File: config.mk
export PLATFORM = sky130hd
export DESIGN_NAME = sport_telemetry_receiver
export DESIGN_NICKNAME = d
export VERILOG_FILES = /design/src/design/stp_pkg.sv /design/src/design/stp_deframer.sv /design/src/design/stp_frame_fifo.sv /design/src/design/stp_divider.sv /design/src/design/stp_decoder.sv /design/src/design/sport_telemetry_receiver.sv
export SDC_FILE = /design/constraint.sdc
export NUM_CORES = 2
export LEC_CHECK = 0
export ABC_AREA = 1
export BUFFER_PORTS_ARGS = -buffer_cell sky130_fd_sc_hd__buf_2
export CORE_UTILIZATION = 35
export CTS_CLUSTER_DIAMETER = 40
export DETAILED_ROUTE_END_ITERATION = 10
export HOLD_SLACK_MARGIN = 0.05
export MAX_ROUTING_LAYER = met4
export PLACE_DENSITY_LB_ADDON = 0.08
export SYNTH_ARGS = -nofsm -noshare
export SYNTH_HDL_FRONTEND = slang
export SYNTH_SLANG_ARGS = --single-unit
File: constraint.sdc
create_clock -name aclk -period 14.3 [get_ports aclk]
set_input_delay 0.715 -clock aclk [delete_from_list [all_inputs] [get_ports aclk]]
set_output_delay 0.715 -clock aclk [all_outputs]
set_load 0.02 [all_outputs]
File: src/design/stp_pkg.sv
// Package for the telemetry receiver: constants, shared types and the
// fixed-point conversion function. No dependencies.
`timescale 1ns / 1ps

package stp_pkg;

    localparam int FRAME_BYTES = 9;
    localparam int CNT_W       = $clog2(FRAME_BYTES + 1);

    localparam logic [7:0]  START_BYTE = 8'h7E;
    localparam logic [7:0]  STUFF_BYTE = 8'h7D;
    localparam logic [7:0]  STUFF_XOR  = 8'h20;
    localparam logic [7:0]  PRIM_DATA  = 8'h10;
    localparam logic [7:0]  SUM_GOOD   = 8'hFF;

    localparam logic [3:0]  IDX_PRIM   = 4'd1;
    localparam logic [3:0]  IDX_APP_LO = 4'd2;
    localparam logic [3:0]  IDX_APP_HI = 4'd3;
    localparam logic [3:0]  IDX_D0     = 4'd4;
    localparam logic [3:0]  IDX_D1     = 4'd5;
    localparam logic [3:0]  IDX_D2     = 4'd6;
    localparam logic [3:0]  IDX_D3     = 4'd7;

    localparam logic [7:0]  HUB_ALT     = 8'h01;
    localparam logic [7:0]  HUB_STATUS  = 8'h05;
    localparam logic [7:0]  HUB_LON_DM  = 8'h12;
    localparam logic [7:0]  HUB_LAT_DM  = 8'h13;
    localparam logic [7:0]  HUB_LON_FR  = 8'h1A;
    localparam logic [7:0]  HUB_LAT_FR  = 8'h1B;
    localparam logic [7:0]  HUB_EW      = 8'h22;
    localparam logic [7:0]  HUB_NS      = 8'h23;

    localparam logic [11:0] APP_T2_HI   = 12'h041;
    localparam logic [11:0] APP_ALT_HI  = 12'h082;
    localparam logic [11:0] APP_POS_HI  = 12'h080;

    localparam logic [15:0] CODE_N = 16'h004E;
    localparam logic [15:0] CODE_S = 16'h0053;
    localparam logic [15:0] CODE_E = 16'h0045;
    localparam logic [15:0] CODE_W = 16'h0057;

    localparam logic [1:0]  HEMI_N = 2'd0;
    localparam logic [1:0]  HEMI_S = 2'd1;
    localparam logic [1:0]  HEMI_E = 2'd2;

    localparam logic [13:0] DIV_10    = 14'd10;
    localparam logic [13:0] DIV_60    = 14'd60;
    localparam logic [13:0] DIV_100   = 14'd100;
    localparam logic [13:0] DIV_10000 = 14'd10000;

    localparam logic [16:0] DEG_SCALE = 17'd100000;

    typedef enum logic [1:0] {
        PH_IDLE,
        PH_IN,
        PH_XOR
    } phase_t;

    typedef enum logic [1:0] {
        ST_IDLE,
        ST_FIX,
        ST_WAIT
    } dec_state_t;

    typedef enum logic [2:0] {
        OP_ST100,
        OP_ST10,
        OP_PK10K,
        OP_PK60,
        OP_LAT100,
        OP_LAT60,
        OP_LON100,
        OP_LON60
    } div_op_t;

    typedef struct packed {
        logic        ok;
        logic [7:0]  prim;
        logic [15:0] app;
        logic [31:0] data;
    } frame_t;

    typedef struct packed {
        logic        start;
        logic [31:0] dividend;
        logic [13:0] divisor;
    } div_req_t;

    typedef struct packed {
        logic        done;
        logic [31:0] quotient;
        logic [13:0] remainder;
    } div_rsp_t;

    function automatic logic [26:0] to_fixed(input logic positive, input logic [9:0] whole,
                                             input logic [31:0] part);
        logic [26:0] v;
        v = 27'(whole * DEG_SCALE) + part[26:0];
        return positive ? v : 27'(27'd0 - v);
    endfunction

endpackage

File: src/design/stp_deframer.sv
// Front end: start detection, byte unstuffing, frame capture and running
// checksum. Depends on stp_pkg.
`timescale 1ns / 1ps

module stp_deframer import stp_pkg::*; (
    input  logic       aclk,
    input  logic       aresetn,
    input  logic       byte_valid,
    input  logic [7:0] byte_data,
    output logic       push,
    output frame_t     frame
);

    phase_t           phase_reg, phase_next;
    logic [CNT_W-1:0] count_reg, count_next;
    logic [7:0]       sum_reg, sum_next;
    logic [7:0]       prim_reg;
    logic [15:0]      app_reg;
    logic [31:0]      data_reg;
    logic             store;
    logic [7:0]       value;
    logic [8:0]       sum_wide;
    logic [7:0]       sum_fold;

    always_comb begin
        phase_next = phase_reg;
        count_next = count_reg;
        sum_next   = sum_reg;
        store      = 1'b0;
        value      = byte_data;
        push       = 1'b0;
        if (byte_valid) begin
            if (byte_data == START_BYTE) begin
                phase_next = PH_IN;
                count_next = '0;
                sum_next   = '0;
            end else begin
                unique case (phase_reg)
                    PH_XOR: begin
                        store      = 1'b1;
                        value      = byte_data ^ STUFF_XOR;
                        phase_next = PH_IN;
                    end
                    PH_IN: begin
                        if (byte_data == STUFF_BYTE) begin
                            phase_next = PH_XOR;
                        end else begin
                            store = 1'b1;
                        end
                    end
                    default: ;
                endcase
            end
        end
        sum_wide = {1'b0, sum_reg} + {1'b0, value};
        sum_fold = sum_wide[7:0] + {7'd0, sum_wide[8]};
        if (store) begin
            if (count_reg != '0) begin
                sum_next = sum_fold;
            end
            count_next = count_reg + 1'b1;
            if (count_reg == CNT_W'(FRAME_BYTES - 1)) begin
                push       = 1'b1;
                phase_next = PH_IDLE;
                count_next = '0;
            end
        end
        frame.ok   = (sum_fold == SUM_GOOD);
        frame.prim = prim_reg;
        frame.app  = app_reg;
        frame.data = data_reg;
    end

    always_ff @(posedge aclk) begin
        if (!aresetn) begin
            phase_reg <= PH_IDLE;
            count_reg <= '0;
            sum_reg   <= '0;
        end else begin
            phase_reg <= phase_next;
            count_reg <= count_next;
            sum_reg   <= sum_next;
        end
    end

    always_ff @(posedge aclk) begin
        if (store) begin
            unique case (4'(count_reg))
                IDX_PRIM:   prim_reg        <= value;
                IDX_APP_LO: app_reg[7:0]    <= value;
                IDX_APP_HI: app_reg[15:8]   <= value;
                IDX_D0:     data_reg[7:0]   <= value;
                IDX_D1:     data_reg[15:8]  <= value;
                IDX_D2:     data_reg[23:16] <= value;
                IDX_D3:     data_reg[31:24] <= value;
                default: ;
            endcase
        end
    end

endmodule

File: src/design/stp_frame_fifo.sv
// Two-entry queue of captured frames between front end and decoder.
// Depends on stp_pkg.
`timescale 1ns / 1ps

module stp_frame_fifo import stp_pkg::*; (
    input  logic   aclk,
    input  logic   aresetn,
    input  logic   push,
    input  frame_t push_frame,
    input  logic   pop,
    output frame_t head,
    output logic   empty,
    output logic   full
);

    frame_t     entry_reg [2];
    logic       wr_ptr_reg, rd_ptr_reg;
    logic [1:0] count_reg;

    assign empty = (count_reg == 2'd0);
    assign full  = (count_reg == 2'd2);
    assign head  = entry_reg[rd_ptr_reg];

    always_ff @(posedge aclk) begin
        if (!aresetn) begin
            wr_ptr_reg <= 1'b0;
            rd_ptr_reg <= 1'b0;
            count_reg  <= 2'd0;
        end else begin
            if (push) wr_ptr_reg <= ~wr_ptr_reg;
            if (pop)  rd_ptr_reg <= ~rd_ptr_reg;
            count_reg <= count_reg + {1'b0, push} - {1'b0, pop};
        end
    end

    always_ff @(posedge aclk) begin
        if (push) entry_reg[wr_ptr_reg] <= push_frame;
    end

endmodule

File: src/design/stp_divider.sv
// Shared divider by the constants 10, 60, 100 and 10000: reciprocal
// multiplication; registers product, quotient, remainder. Depends on stp_pkg.
`timescale 1ns / 1ps

module stp_divider import stp_pkg::*; (
    input  logic     aclk,
    input  logic     aresetn,
    input  div_req_t req,
    output div_rsp_t rsp
);

    localparam logic [31:0] RECIP_10    = 32'hCCCC_CCCD;
    localparam logic [31:0] RECIP_60    = 32'h8888_8889;
    localparam logic [31:0] RECIP_100   = 32'h51EB_851F;
    localparam logic [31:0] RECIP_10000 = 32'hD1B7_1759;
    localparam logic [5:0]  SHIFT_10    = 6'd35;
    localparam logic [5:0]  SHIFT_60    = 6'd37;
    localparam logic [5:0]  SHIFT_100   = 6'd37;
    localparam logic [5:0]  SHIFT_10000 = 6'd45;

    logic        mul_stage_reg, sub_stage_reg, done_reg;
    logic [63:0] prod_reg;
    logic [5:0]  shift_reg;
    logic [13:0] low_reg;
    logic [13:0] div_reg;
    logic [31:0] quo_reg;
    logic [13:0] rem_reg;
    logic [31:0] recip;
    logic [5:0]  shift;

    assign rsp.done      = done_reg;
    assign rsp.quotient  = quo_reg;
    assign rsp.remainder = rem_reg;

    always_comb begin
        unique case (req.divisor)
            DIV_10: begin
                recip = RECIP_10;
                shift = SHIFT_10;
            end
            DIV_60: begin
                recip = RECIP_60;
                shift = SHIFT_60;
            end
            DIV_100: begin
                recip = RECIP_100;
                shift = SHIFT_100;
            end
            DIV_10000: begin
                recip = RECIP_10000;
                shift = SHIFT_10000;
            end
            default: begin
                recip = '0;
                shift = '0;
            end
        endcase
    end

    always_ff @(posedge aclk) begin
        if (!aresetn) begin
            mul_stage_reg <= 1'b0;
            sub_stage_reg <= 1'b0;
            done_reg      <= 1'b0;
        end else begin
            mul_stage_reg <= req.start;
            sub_stage_reg <= mul_stage_reg;
            done_reg      <= sub_stage_reg;
        end
    end

    // remainder is below 2^14, so the low bits of the dividend suffice
    always_ff @(posedge aclk) begin
        if (req.start) begin
            prod_reg  <= 64'(req.dividend) * 64'(recip);
            shift_reg <= shift;
            low_reg   <= req.dividend[13:0];
            div_reg   <= req.divisor;
        end
        if (mul_stage_reg) begin
            quo_reg <= 32'(prod_reg >> shift_reg);
        end
        if (sub_stage_reg) begin
            rem_reg <= low_reg - quo_reg[13:0] * div_reg;
        end
    end

endmodule

File: src/design/stp_decoder.sv
// Back end: decodes queued frames, keeps position/status registers and
// builds the result through the shared divider. Depends on stp_pkg.
`timescale 1ns / 1ps

module stp_decoder import stp_pkg::*; (
    input  logic         aclk,
    input  logic         aresetn,
    input  frame_t       head,
    input  logic         empty,
    output logic         pop,
    output div_req_t     div_req,
    input  div_rsp_t     div_rsp,
    output logic         m_valid,
    input  logic         m_ready,
    output logic         m_crc_ok,
    output logic [26:0]  m_latitude,
    output logic [26:0]  m_longitude,
    output logic [15:0]  m_altitude,
    output logic [7:0]   m_satellites,
    output logic         m_gps_fix,
    output logic [3:0]   m_hdop_level
);

    dec_state_t  state_reg, state_next;
    div_op_t     op_reg, op_next;
    logic        ok_reg, ok_next;
    logic        neg_reg, neg_next;
    logic [1:0]  hemi_reg, hemi_next;
    logic [15:0] frac_reg, frac_next;
    logic [9:0]  whole_reg, whole_next;
    logic [26:0] lat_out_reg, lat_out_next;

    logic [15:0] alt_reg, alt_next;
    logic [7:0]  sat_reg, sat_next;
    logic        fix_reg, fix_next;
    logic [3:0]  hdop_reg, hdop_next;
    logic [15:0] ns_reg, ns_next;
    logic [15:0] ew_reg, ew_next;
    logic [15:0] lat_dm_reg, lat_dm_next;
    logic [15:0] lat_fr_reg, lat_fr_next;
    logic [15:0] lon_dm_reg, lon_dm_next;
    logic [15:0] lon_fr_reg, lon_fr_next;

    logic        valid_reg, valid_next;
    logic        crc_reg, crc_next;
    logic [26:0] lat_res_reg, lat_res_next;
    logic [26:0] lon_res_reg, lon_res_next;
    logic [15:0] alt_res_reg, alt_res_next;
    logic [7:0]  sat_res_reg, sat_res_next;
    logic        fix_res_reg, fix_res_next;
    logic [3:0]  hdop_res_reg, hdop_res_next;

    logic [31:0] mag;
    logic [15:0] dm;
    logic [26:0] fixed_val;

    assign m_valid      = valid_reg;
    assign m_crc_ok     = crc_reg;
    assign m_latitude   = lat_res_reg;
    assign m_longitude  = lon_res_reg;
    assign m_altitude   = alt_res_reg;
    assign m_satellites = sat_res_reg;
    assign m_gps_fix    = fix_res_reg;
    assign m_hdop_level = hdop_res_reg;

    always_comb begin
        state_next    = state_reg;
        op_next       = op_reg;
        ok_next       = ok_reg;
        neg_next      = neg_reg;
        hemi_next     = hemi_reg;
        frac_next     = frac_reg;
        whole_next    = whole_reg;
        lat_out_next  = lat_out_reg;
        alt_next      = alt_reg;
        sat_next      = sat_reg;
        fix_next      = fix_reg;
        hdop_next     = hdop_reg;
        ns_next       = ns_reg;
        ew_next       = ew_reg;
        lat_dm_next   = lat_dm_reg;
        lat_fr_next   = lat_fr_reg;
        lon_dm_next   = lon_dm_reg;
        lon_fr_next   = lon_fr_reg;
        valid_next    = valid_reg && !m_ready;
        crc_next      = crc_reg;
        lat_res_next  = lat_res_reg;
        lon_res_next  = lon_res_reg;
        alt_res_next  = alt_res_reg;
        sat_res_next  = sat_res_reg;
        fix_res_next  = fix_res_reg;
        hdop_res_next = hdop_res_reg;
        pop           = 1'b0;
        div_req       = '0;
        mag           = head.data[31] ? 32'(32'd0 - head.data) : head.data;
        dm            = 16'(div_rsp.quotient[15:0] * 16'd100) + {2'd0, div_rsp.remainder};
        fixed_val     = '0;

        unique case (state_reg)
            ST_IDLE: begin
                if (!empty && !valid_reg) begin
                    pop        = 1'b1;
                    ok_next    = head.ok;
                    hemi_next  = head.data[31:30];
                    state_next = ST_FIX;
                    if (head.ok && head.prim == PRIM_DATA) begin
                        if (head.app[15:8] == 8'd0) begin
                            unique case (head.app[7:0])
                                HUB_ALT:    alt_next    = head.data[15:0];
                                HUB_LON_DM: lon_dm_next = head.data[15:0];
                                HUB_LON_FR: lon_fr_next = head.data[15:0];
                                HUB_LAT_DM: lat_dm_next = head.data[15:0];
                                HUB_LAT_FR: lat_fr_next = head.data[15:0];
                                HUB_EW:     ew_next     = head.data[15:0];
                                HUB_NS:     ns_next     = head.data[15:0];
                                HUB_STATUS: begin
                                    neg_next         = 1'b0;
                                    div_req.start    = 1'b1;
                                    div_req.dividend = {16'd0, head.data[15:0]};
                                    div_req.divisor  = DIV_100;
                                    op_next          = OP_ST100;
                                    state_next       = ST_WAIT;
                                end
                                default: ;
                            endcase
                        end else if (head.app[15:4] == APP_T2_HI) begin
                            neg_next         = head.data[31];
                            div_req.start    = 1'b1;
                            div_req.dividend = mag;
                            div_req.divisor  = DIV_100;
                            op_next          = OP_ST100;
                            state_next       = ST_WAIT;
                        end else if (head.app[15:4] == APP_ALT_HI) begin
                            alt_next = head.data[15:0];
                        end else if (head.app[15:4] == APP_POS_HI) begin
                            div_req.start    = 1'b1;
                            div_req.dividend = {2'd0, head.data[29:0]};
                            div_req.divisor  = DIV_10000;
                            op_next          = OP_PK10K;
                            state_next       = ST_WAIT;
                        end
                    end
                end
            end
            ST_FIX: begin
                div_req.start    = 1'b1;
                div_req.dividend = {16'd0, lat_dm_reg};
                div_req.divisor  = DIV_100;
                op_next          = OP_LAT100;
                state_next       = ST_WAIT;
            end
            ST_WAIT: begin
                if (div_rsp.done) begin
                    unique case (op_reg)
                        OP_ST100: begin
                            sat_next = neg_reg ? 8'(8'd0 - div_rsp.remainder[7:0])
                                               : div_rsp.remainder[7:0];
                            div_req.start    = 1'b1;
                            div_req.dividend = div_rsp.quotient;
                            div_req.divisor  = DIV_10;
                            op_next          = OP_ST10;
                        end
                        OP_ST10: begin
                            hdop_next  = div_rsp.remainder[3:0];
                            fix_next   = div_rsp.quotient[0];
                            state_next = ST_FIX;
                        end
                        OP_PK10K: begin
                            frac_next        = {2'd0, div_rsp.remainder};
                            div_req.start    = 1'b1;
                            div_req.dividend = div_rsp.quotient;
                            div_req.divisor  = DIV_60;
                            op_next          = OP_PK60;
                        end
                        OP_PK60: begin
                            unique case (hemi_reg)
                                HEMI_N: begin
                                    lat_dm_next = dm;
                                    lat_fr_next = frac_reg;
                                    ns_next     = CODE_N;
                                end
                                HEMI_S: begin
                                    lat_dm_next = dm;
                                    lat_fr_next = frac_reg;
                                    ns_next     = CODE_S;
                                end
                                HEMI_E: begin
                                    lon_dm_next = dm;
                                    lon_fr_next = frac_reg;
                                    ew_next     = CODE_E;
                                end
                                default: begin
                                    lon_dm_next = dm;
                                    lon_fr_next = frac_reg;
                                    ew_next     = CODE_W;
                                end
                            endcase
                            state_next = ST_FIX;
                        end
                        OP_LAT100: begin
                            whole_next       = div_rsp.quotient[9:0];
                            div_req.start    = 1'b1;
                            div_req.dividend = 32'(div_rsp.remainder[6:0] * DEG_SCALE)
                                             + 32'(lat_fr_reg * 5'd10);
                            div_req.divisor  = DIV_60;
                            op_next          = OP_LAT60;
                        end
                        OP_LAT60: begin
                            lat_out_next     = to_fixed(ns_reg == CODE_N, whole_reg,
                                                        div_rsp.quotient);
                            div_req.start    = 1'b1;
                            div_req.dividend = {16'd0, lon_dm_reg};
                            div_req.divisor  = DIV_100;
                            op_next          = OP_LON100;
                        end
                        OP_LON100: begin
                            whole_next       = div_rsp.quotient[9:0];
                            div_req.start    = 1'b1;
                            div_req.dividend = 32'(div_rsp.remainder[6:0] * DEG_SCALE)
                                             + 32'(lon_fr_reg * 5'd10);
                            div_req.divisor  = DIV_60;
                            op_next          = OP_LON60;
                        end
                        OP_LON60: begin
                            fixed_val     = to_fixed(ew_reg == CODE_E, whole_reg,
                                                     div_rsp.quotient);
                            valid_next    = 1'b1;
                            crc_next      = ok_reg;
                            lat_res_next  = lat_out_reg;
                            lon_res_next  = fixed_val;
                            alt_res_next  = alt_reg;
                            sat_res_next  = sat_reg;
                            fix_res_next  = fix_reg;
                            hdop_res_next = hdop_reg;
                            state_next    = ST_IDLE;
                        end
                        default: ;
                    endcase
                end
            end
            default: state_next = ST_IDLE;
        endcase
    end

    always_ff @(posedge aclk) begin
        if (!aresetn) begin
            state_reg  <= ST_IDLE;
            valid_reg  <= 1'b0;
            alt_reg    <= '0;
            sat_reg    <= '0;
            fix_reg    <= 1'b0;
            hdop_reg   <= '0;
            ns_reg     <= '0;
            ew_reg     <= '0;
            lat_dm_reg <= '0;
            lat_fr_reg <= '0;
            lon_dm_reg <= '0;
            lon_fr_reg <= '0;
        end else begin
            state_reg  <= state_next;
            valid_reg  <= valid_next;
            alt_reg    <= alt_next;
            sat_reg    <= sat_next;
            fix_reg    <= fix_next;
            hdop_reg   <= hdop_next;
            ns_reg     <= ns_next;
            ew_reg     <= ew_next;
            lat_dm_reg <= lat_dm_next;
            lat_fr_reg <= lat_fr_next;
            lon_dm_reg <= lon_dm_next;
            lon_fr_reg <= lon_fr_next;
        end
    end

    always_ff @(posedge aclk) begin
        op_reg       <= op_next;
        ok_reg       <= ok_next;
        neg_reg      <= neg_next;
        hemi_reg     <= hemi_next;
        frac_reg     <= frac_next;
        whole_reg    <= whole_next;
        lat_out_reg  <= lat_out_next;
        crc_reg      <= crc_next;
        lat_res_reg  <= lat_res_next;
        lon_res_reg  <= lon_res_next;
        alt_res_reg  <= alt_res_next;
        sat_res_reg  <= sat_res_next;
        fix_res_reg  <= fix_res_next;
        hdop_res_reg <= hdop_res_next;
    end

endmodule

File: src/design/sport_telemetry_receiver.sv
// Top level of the telemetry receiver: front end, frame queue, decoder and
// divider. Depends on stp_pkg and all stp_* modules.
// The receiver takes one byte per cycle while s_ready is high. A completed frame
// enters a two-entry queue; the decoder takes it from the queue and presents its
// result after its constant divisions have run through the shared divider (four
// divisions per frame, six when the frame carries a status or packed position
// update). The next frame is taken from the queue only after the previous result
// transaction has been accepted. s_ready drops only while two frames wait in the
// queue.
`timescale 1ns / 1ps

module sport_telemetry_receiver import stp_pkg::*; (
    input  logic         aclk,
    input  logic         aresetn,
    input  logic         s_valid,
    output logic         s_ready,
    input  logic [7:0]   s_rx_byte,
    output logic         m_valid,
    input  logic         m_ready,
    output logic         m_crc_ok,
    output logic [26:0]  m_latitude,
    output logic [26:0]  m_longitude,
    output logic [15:0]  m_altitude,
    output logic [7:0]   m_satellites,
    output logic         m_gps_fix,
    output logic [3:0]   m_hdop_level
);

    logic     push, pop, empty, full;
    frame_t   push_frame, head;
    div_req_t div_req;
    div_rsp_t div_rsp;

    assign s_ready = !full;

    stp_deframer u_deframer (
        .aclk       (aclk),
        .aresetn    (aresetn),
        .byte_valid (s_valid && s_ready),
        .byte_data  (s_rx_byte),
        .push       (push),
        .frame      (push_frame)
    );

    stp_frame_fifo u_fifo (
        .aclk       (aclk),
        .aresetn    (aresetn),
        .push       (push),
        .push_frame (push_frame),
        .pop        (pop),
        .head       (head),
        .empty      (empty),
        .full       (full)
    );

    stp_divider u_divider (
        .aclk    (aclk),
        .aresetn (aresetn),
        .req     (div_req),
        .rsp     (div_rsp)
    );

    stp_decoder u_decoder (
        .aclk         (aclk),
        .aresetn      (aresetn),
        .head         (head),
        .empty        (empty),
        .pop          (pop),
        .div_req      (div_req),
        .div_rsp      (div_rsp),
        .m_valid      (m_valid),
        .m_ready      (m_ready),
        .m_crc_ok     (m_crc_ok),
        .m_latitude   (m_latitude),
        .m_longitude  (m_longitude),
        .m_altitude   (m_altitude),
        .m_satellites (m_satellites),
        .m_gps_fix    (m_gps_fix),
        .m_hdop_level (m_hdop_level)
    );

endmodule
* Yosys cells after proc, flatten, opt, wreduce, memory -nomap -nowiden *
Memories as Yosys holds them, arrays and structs flattened. A register that Yosys moved wholly into a read port is not among the register bits.
Index checks and enable logic that the tools add are counted.

storage, ports and cells
  bits in registers = 491
  RAM bits = 114
  input port bits = 12
  output and inout bits = 86
  logic and storage cells = 310
  memories kept = 1

memory list
  memory            words  width  read ports  clocked after Yosys merged registers in  wr ports  RTL line              text
  u_fifo.entry_reg  2      57     1           1                                        1         stp_frame_fifo.sv:16  frame_t entry_reg [2];

operators by class
  add/subtract/negate cells = 13
  $mul = 7
  eq/ne operators = 65
  shift operators = 1
  muxes and demuxes = 123
  bitwise operators = 3
  reductions and logical operators = 49

operators by type and width
  operator                number
  $mux 16                 44
  $mux 47                 8
  $pmux 16 s2             8
  $pmux 47 s5             1
  $pmux 47 s3             1
  $pmux 32 s4             1
  $mul 32x32->64          1
  $shr 64x6->32           1
  $reduce_and 8->1        7
  $mux 27                 2
  $add 24x20->25          2
  $eq 8x5->1 const B      5
  $mux 8                  5
  $mul 16x3->19 const B   2
  $eq 16x7->1 const B     2
  $mux 32                 1
  $sub 1x32->32 const A   1
  $add 27x27->27          1
  $sub 1x27->27 const A   1
  $mux 2                  13
  $eq 12x8->1 const B     2
  $mux 3                  8
  $mul 10x12->22 const B  1
  $ne 2x2->1 const B      11
  other kinds (59)        132

* Longest topological paths before layout *
  depth in word-level cells = 11
  depth in mapped cells = 58
  depth with buffers taken out = 58

* By module *
Synthesis repeated with hierarchy kept, for this count alone.

second synthesis, totals
  cell total of the unflattened synthesis = 8,343
  area, all modules = 70,980.6 sq um

by module, submodules not included
  module                    instances  cells each  area an instance (sq um)  sequential area each (sq um)
  stp_divider               1          4,878       41,113.2                  4,324.1
  stp_decoder               1          2,959       22,247.6                  6,826.5
  stp_frame_fifo            1          210         4,458.0                   3,523.4
  stp_deframer              1          293         3,148.0                   1,961.9
  sport_telemetry_receiver  1          3           13.8                      0.0

* Worst setup path after synthesis *
OpenSTA, ideal clock, no wires.

  path type = flip-flop to flip-flop
  start = register u_divider.rem_reg[3]
  end = register u_divider.prod_reg[47], data pin
  library setup time = 0.265 ns
  data arrival time = 10.330 ns
  data required time = 14.035 ns
  slack = 3.705 ns
  cell stages (with the launch flop) = 49
  path buffers = 0
  period minus slack after synthesis = 10.595 ns
  cell sequence = edfxtp_1 > inv_1 > ha_1 > ha_1 > a21o_1 > fa_1 > ha_1 > ha_1 > nand2_1 > inv_1 > a21oi_1 > nand2_1 > a21oi_1 > o21ai_0 > xor2_1 > ha_1 > nand2_1 > nor4_1 > [13 not listed] > inv_1 > fa_1 > inv_1 > fa_1 > inv_1 > fa_1 > inv_1 > fa_1 > fa_1 > ha_1 > a21oi_1 > o21ai_0 > a21o_1 > a21oi_1 > nand2_1 > a21boi_0 > o21ai_0 > xor2_1

on the way
  cells in the longest elaborated chain, start to end = 6
  elaborated cells between the ends (all ways) = 7
  classes of those cells = add/sub: 2; mul: 2; mux: 3

RTL lines
  element                            RTL line                                text
  start: declaration                 stp_divider.sv:27                       logic [13:0] rem_reg;
  start signal: assignment           stp_divider.sv:84                       rem_reg <= low_reg - quo_reg[13:0] * div_reg;
  $mul 7x12->19 *                    stp_decoder.sv:203, stp_decoder.sv:219
  $add 24x20->25 (on tied branches)  stp_decoder.sv:220, stp_decoder.sv:204
  $pmux 47 s5 *                      stp_decoder.sv:154                      unique case (op_reg)
  $mux 47 *                          stp_decoder.sv:153                      if (div_rsp.done) begin
  $pmux 47 s3 *                      stp_decoder.sv:99                       unique case (state_reg)
  $mul 32x32->64 *                   stp_divider.sv:75                       prod_reg <= 64'(req.dividend) * 64'(recip);
  end signal: assignment             stp_divider.sv:75
  end: declaration                   stp_divider.sv:22                       logic [63:0] prod_reg;

Mark *: on every way between the ends. The rest lies on a longest branch, timed or not.
A chain may end at the register's enable or synchronous reset.

* Worst setup path in the final report *
  start = register u_divider.rem_reg[1]
  end = register u_divider.prod_reg[41], data pin

Same word-level chain as after synthesis.

==> qor_table.md <==
| Result | This run | Unit |
|---|---|---|
| Root buffer cell | sky130_fd_sc_hd__clkbuf_16 | - |
| RSZ-0062 raised after global routing | no | - |
| Share of power burned in the clock network | 26.2 | % |
| Number of buffers added to fix hold violations after cts | 0 | - |
| # Post-CTS Setup Buffers | 0 | - |
| Worst-case headroom to the max-slew limit | 23.6 | % |
| Total clock buffers created by CTS | 108 | - |
| Synth cell count leaders | 1874 x sky130_fd_sc_hd__inv_1, 1516 x sky130_fd_sc_hd__nand2_1, 857 x sky130_fd_sc_hd__fa_1 | - |
| Outcome | finished, final reports clean | - |
| Adder-cell share of the synthesized area | 37.9 | % |
| Start-to-end type of the worst setup path | reg2reg | - |
| Most frequently used cell type in the post-synthesis netlist | sky130_fd_sc_hd__inv_1 | - |
| Final Instance Count excl. Fillers | 11000 | - |
| Data required time of the worst path | 14.74 | ns |
| Tcrit/Tclk final | 93.1 | % |
| Power density over cell area | 130 | nW/um^2 |
| Fraction of power spent switching nets | 45.6 | % |
| Leakage | 0.0386 | uW |
| Worst slew pin tran | 1.14 | ns |
| Endpoint class of the critical path | flop | - |
| Count of nets after finishing | 9866 | - |
| Final critical delay including setup and external delays | 13.32 | ns |
| Cell types with the largest area share after synthesis | sky130_fd_sc_hd__fa_1 25%, sky130_fd_sc_hd__edfxtp_1 19%, sky130_fd_sc_hd__ha_1 13% | - |
| Layer with the highest usage | met2 | - |
| Post-synthesis register bit count | 596 | - |
| Critical Path Start Type | flop | - |
| Async SR Flop Fraction | 0 | % |
| Number of flops mapped to enable cells by yosys | 446 | - |
| Initial core utilization | 35.2 | % |
| GRT Util Overall | 27.3 | % |
| Post-detailed-route via-to-cell ratio | 5.00 | - |
| Horiz. Die Dim | 448 | um |
| Number of antenna-violating nets in the routed design | 0 | - |
| Simple-Gate Fraction of Synth Area | 16.1 | % |
| Placeable Area | 197000 | sq um |
| Die Height | 448 | um |
| First-pass GRT wire length | 385 | mm |
| GR Util met3 | 3.69 | % |
| Hold/Removal Path Class | in2reg | - |
| Combinational cell fraction of total power | 51.0 | % |
| Mean instance size in the synthesized netlist | 8.50 | sq um |
| Die area | 200000 | sq um |
| Max-cap violation count | 0 | - |
| HPWL reported at the end of detailed placement | 222 | mm |
| Area fraction in compound gates after synthesis | 8.17 | % |
| Port Buffers | 97 | - |
| Total internal power | 5420 | uW |
| Gate Count Post-Synth | 8174 | - |
| CTS tree | done | - |
| Number of remaining DRC errors | 0 | - |
| Overall overflow remaining after global route | 0 | - |
| Data arrival time of the worst path | 13.76 | ns |
| Number of instances resized during post-cts repair | 0 | - |
| Number of DRC markers after the initial detailed-route iteration | 4285 | - |
| Clock net sink count | 596 | - |
| CP Max Fanout | 8 | - |
| Setup total negative slack | 0 | ns |
| Peak VDD IR | 0.000436 | V |
| Clock-pin transition on the worst setup and hold timing paths | 0.05 | ns |
| Total number of vias | 55000 | - |
| Total setup violations reported at the end of the flow | 0 | - |
| Post-synth top area share | 24.7 | % |
| Switching Power | 4530 | uW |
| I/O pin count | 98 | - |
| Number of flip-flops under the largest register name | 114 | - |
| Tot Pwr | 9950 | uW |
| Std-Cell Rows | 163 | - |
| Max frequency | 0.0751 | GHz |
| DRT Pass-1 Iters | 8 | - |
| Delay of the slowest cell on the worst path | 0.60 | ns |
| Number of global-route vias before repair | 57300 | - |
| Buffers from clock root to sink, at most | 3 | - |
| Crit path max-delay cell type | sky130_fd_sc_hd__edfxtp_1 | - |
| Largest family of logic cells by synthesized area | adder cells | - |
| Synth Area in XOR/XNOR | 2.36 | % |
| Fraction of met2 tracks used by global routing | 44.1 | % |
| Most used flip-flop cell after synthesis | sky130_fd_sc_hd__edfxtp_1 | - |
| Area added between synthesis and finish | 10.5 | % |
| Number of levels the H-tree was split into | 3 | - |
| Fraction of layout cells with a size suffix above 1 | 6.53 | % |
| Clock insertion delay at the later pin of the skew report | 0.78 | ns |
| Number of antenna violations at the first check in global routing | 4 | - |
| Final number of max-transition violations | 0 | - |
| Routability congestion estimate from global placement | 1.00 | - |
| Syn. warnings | 0 | - |
| Final core area utilization | 38.9 | % |
| Number of unique standard cell types used by synthesis | 73 | - |
| Clock tree skew after final layout | 0.0911 | ns |
| Pin count of the biggest net entering global routing | 101 | - |
| Average routed wire per standard cell | 23.8 | um |
| Aggregate routed wire length | 262 | mm |
| Sequential area share after synthesis | 23.6 | % |
| Library cell appearing most often on the critical path | sky130_fd_sc_hd__nand2_1 | - |
| Seq pwr share | 22.8 | % |
| Final Hold Viols | 0 | - |
| Met1 track demand over resource | 34.9 | % |
| Total standard cell area after synthesis | 69500 | sq um |
| Leading area contributor after synthesis | sky130_fd_sc_hd__fa_1 | - |
| Multiplexer share of the synthesized area | 0.216 | % |
| Placed instance count | 10800 | - |
[logic make-up (layout without fill, tap and decap cells)]
| group | after synthesis | count (layout) |
|---|---|---|
| simple gates | 2660 | 2660 |
| buf+inv | 2116 | 2300 |
| fa+ha+maj | 1588 | 1588 |
| compound gates | 1011 | 1011 |
| flops | 596 | 596 |
| xor+xnor | 186 | 186 |
| mux | 15 | 15 |
| other cells | 2 | 9 |
[worst paths after layout]
| path | start | slack (ns) | depth (start not counted) | end |
|---|---|---|---|---|
| setup / recovery | u_divider.rem_reg[1] | 0.98 | 47 | u_divider.prod_reg[41] |
| hold / removal | m_ready | 0.26 | 4 | u_decoder.m_valid |
| setup reg to reg | u_divider.rem_reg[1] | 0.98 | 47 | u_divider.prod_reg[41] |
| hold reg to reg | u_decoder.lat_out_reg[25] | 0.42 | 0 | u_decoder.m_latitude[25] |
[power groups by stage]
stage | Clock, uW | Sequential, uW | Combinational (uW)
final | 2610 | 2270 | 5080
after global routing | 2740 | 2280 | 5670
after CTS | 2660 | 2270 | 5170
after detailed placement | 0 | 2310 | 5140
after global placement | 0 | 2310 | 5160
after floorplan | 0 | 2230 | 3390
[layout by cell type, fill, tap and decap left out, drive strengths merged, types with 123 or more instances in the layout]
cell type / count
nor2: 572
nand3: 344
clkbuf: 123
buf: 155
dfxtp: 150
nand2: 1568
edfxtp: 446
o21ai: 452
ha: 731
fa: 857
a21oi: 336
inv: 1947
[worst max-delay path: cells and delay by family, from the launching register on]
family | cells | cell delay (ns)
fa+ha+maj | 15 | 6.60
simple gates | 13 | 2.25
compound gates | 9 | 2.18
buf+inv | 7 | 0.77
flops | 1 | 0.60
xor+xnor | 3 | 0.54
[metal layers]
| layer | routed length (um) | vias to the layer above | part of all wire [%] |
|---|---|---|---|
| met4 | 10100 | 0 | 3.9 |
| li1 | - | 25800 | - |
| met2 | 123000 | 1664 | 47 |
| met3 | 13700 | 347 | 5.2 |
| met5 | 0 | - | 0 |
| met1 | 115000 | 27200 | 44 |
[area by class of cell]
type | instances | area (sq um)
multi-input cells | 5466 | 45100
clock buffers | 123 | 2770
inverters | 1939 | 7280
flip-flops and latches | 596 | 16400
well taps | 2640 | 3300
fillers | 20500 | 120000
repair buffers | 155 | 923
diodes | 3 | 7.51
clock inverters | 83 | 997
[metrics by stage]
step           hold WS, ns  instance area (sq um)  worst slack (ns)
2_1_floorplan        0.400                  69500              3.70
6_report             0.261                  76800             0.982
3_5_place_dp         0.406                  73000              1.19
3_3_place_gp         0.403                  73000              1.16
5_1_grt              0.262                  76800             0.303
4_1_cts              0.218                  76800              1.11
No activity file was read; power rests on OpenSTA's default activity.
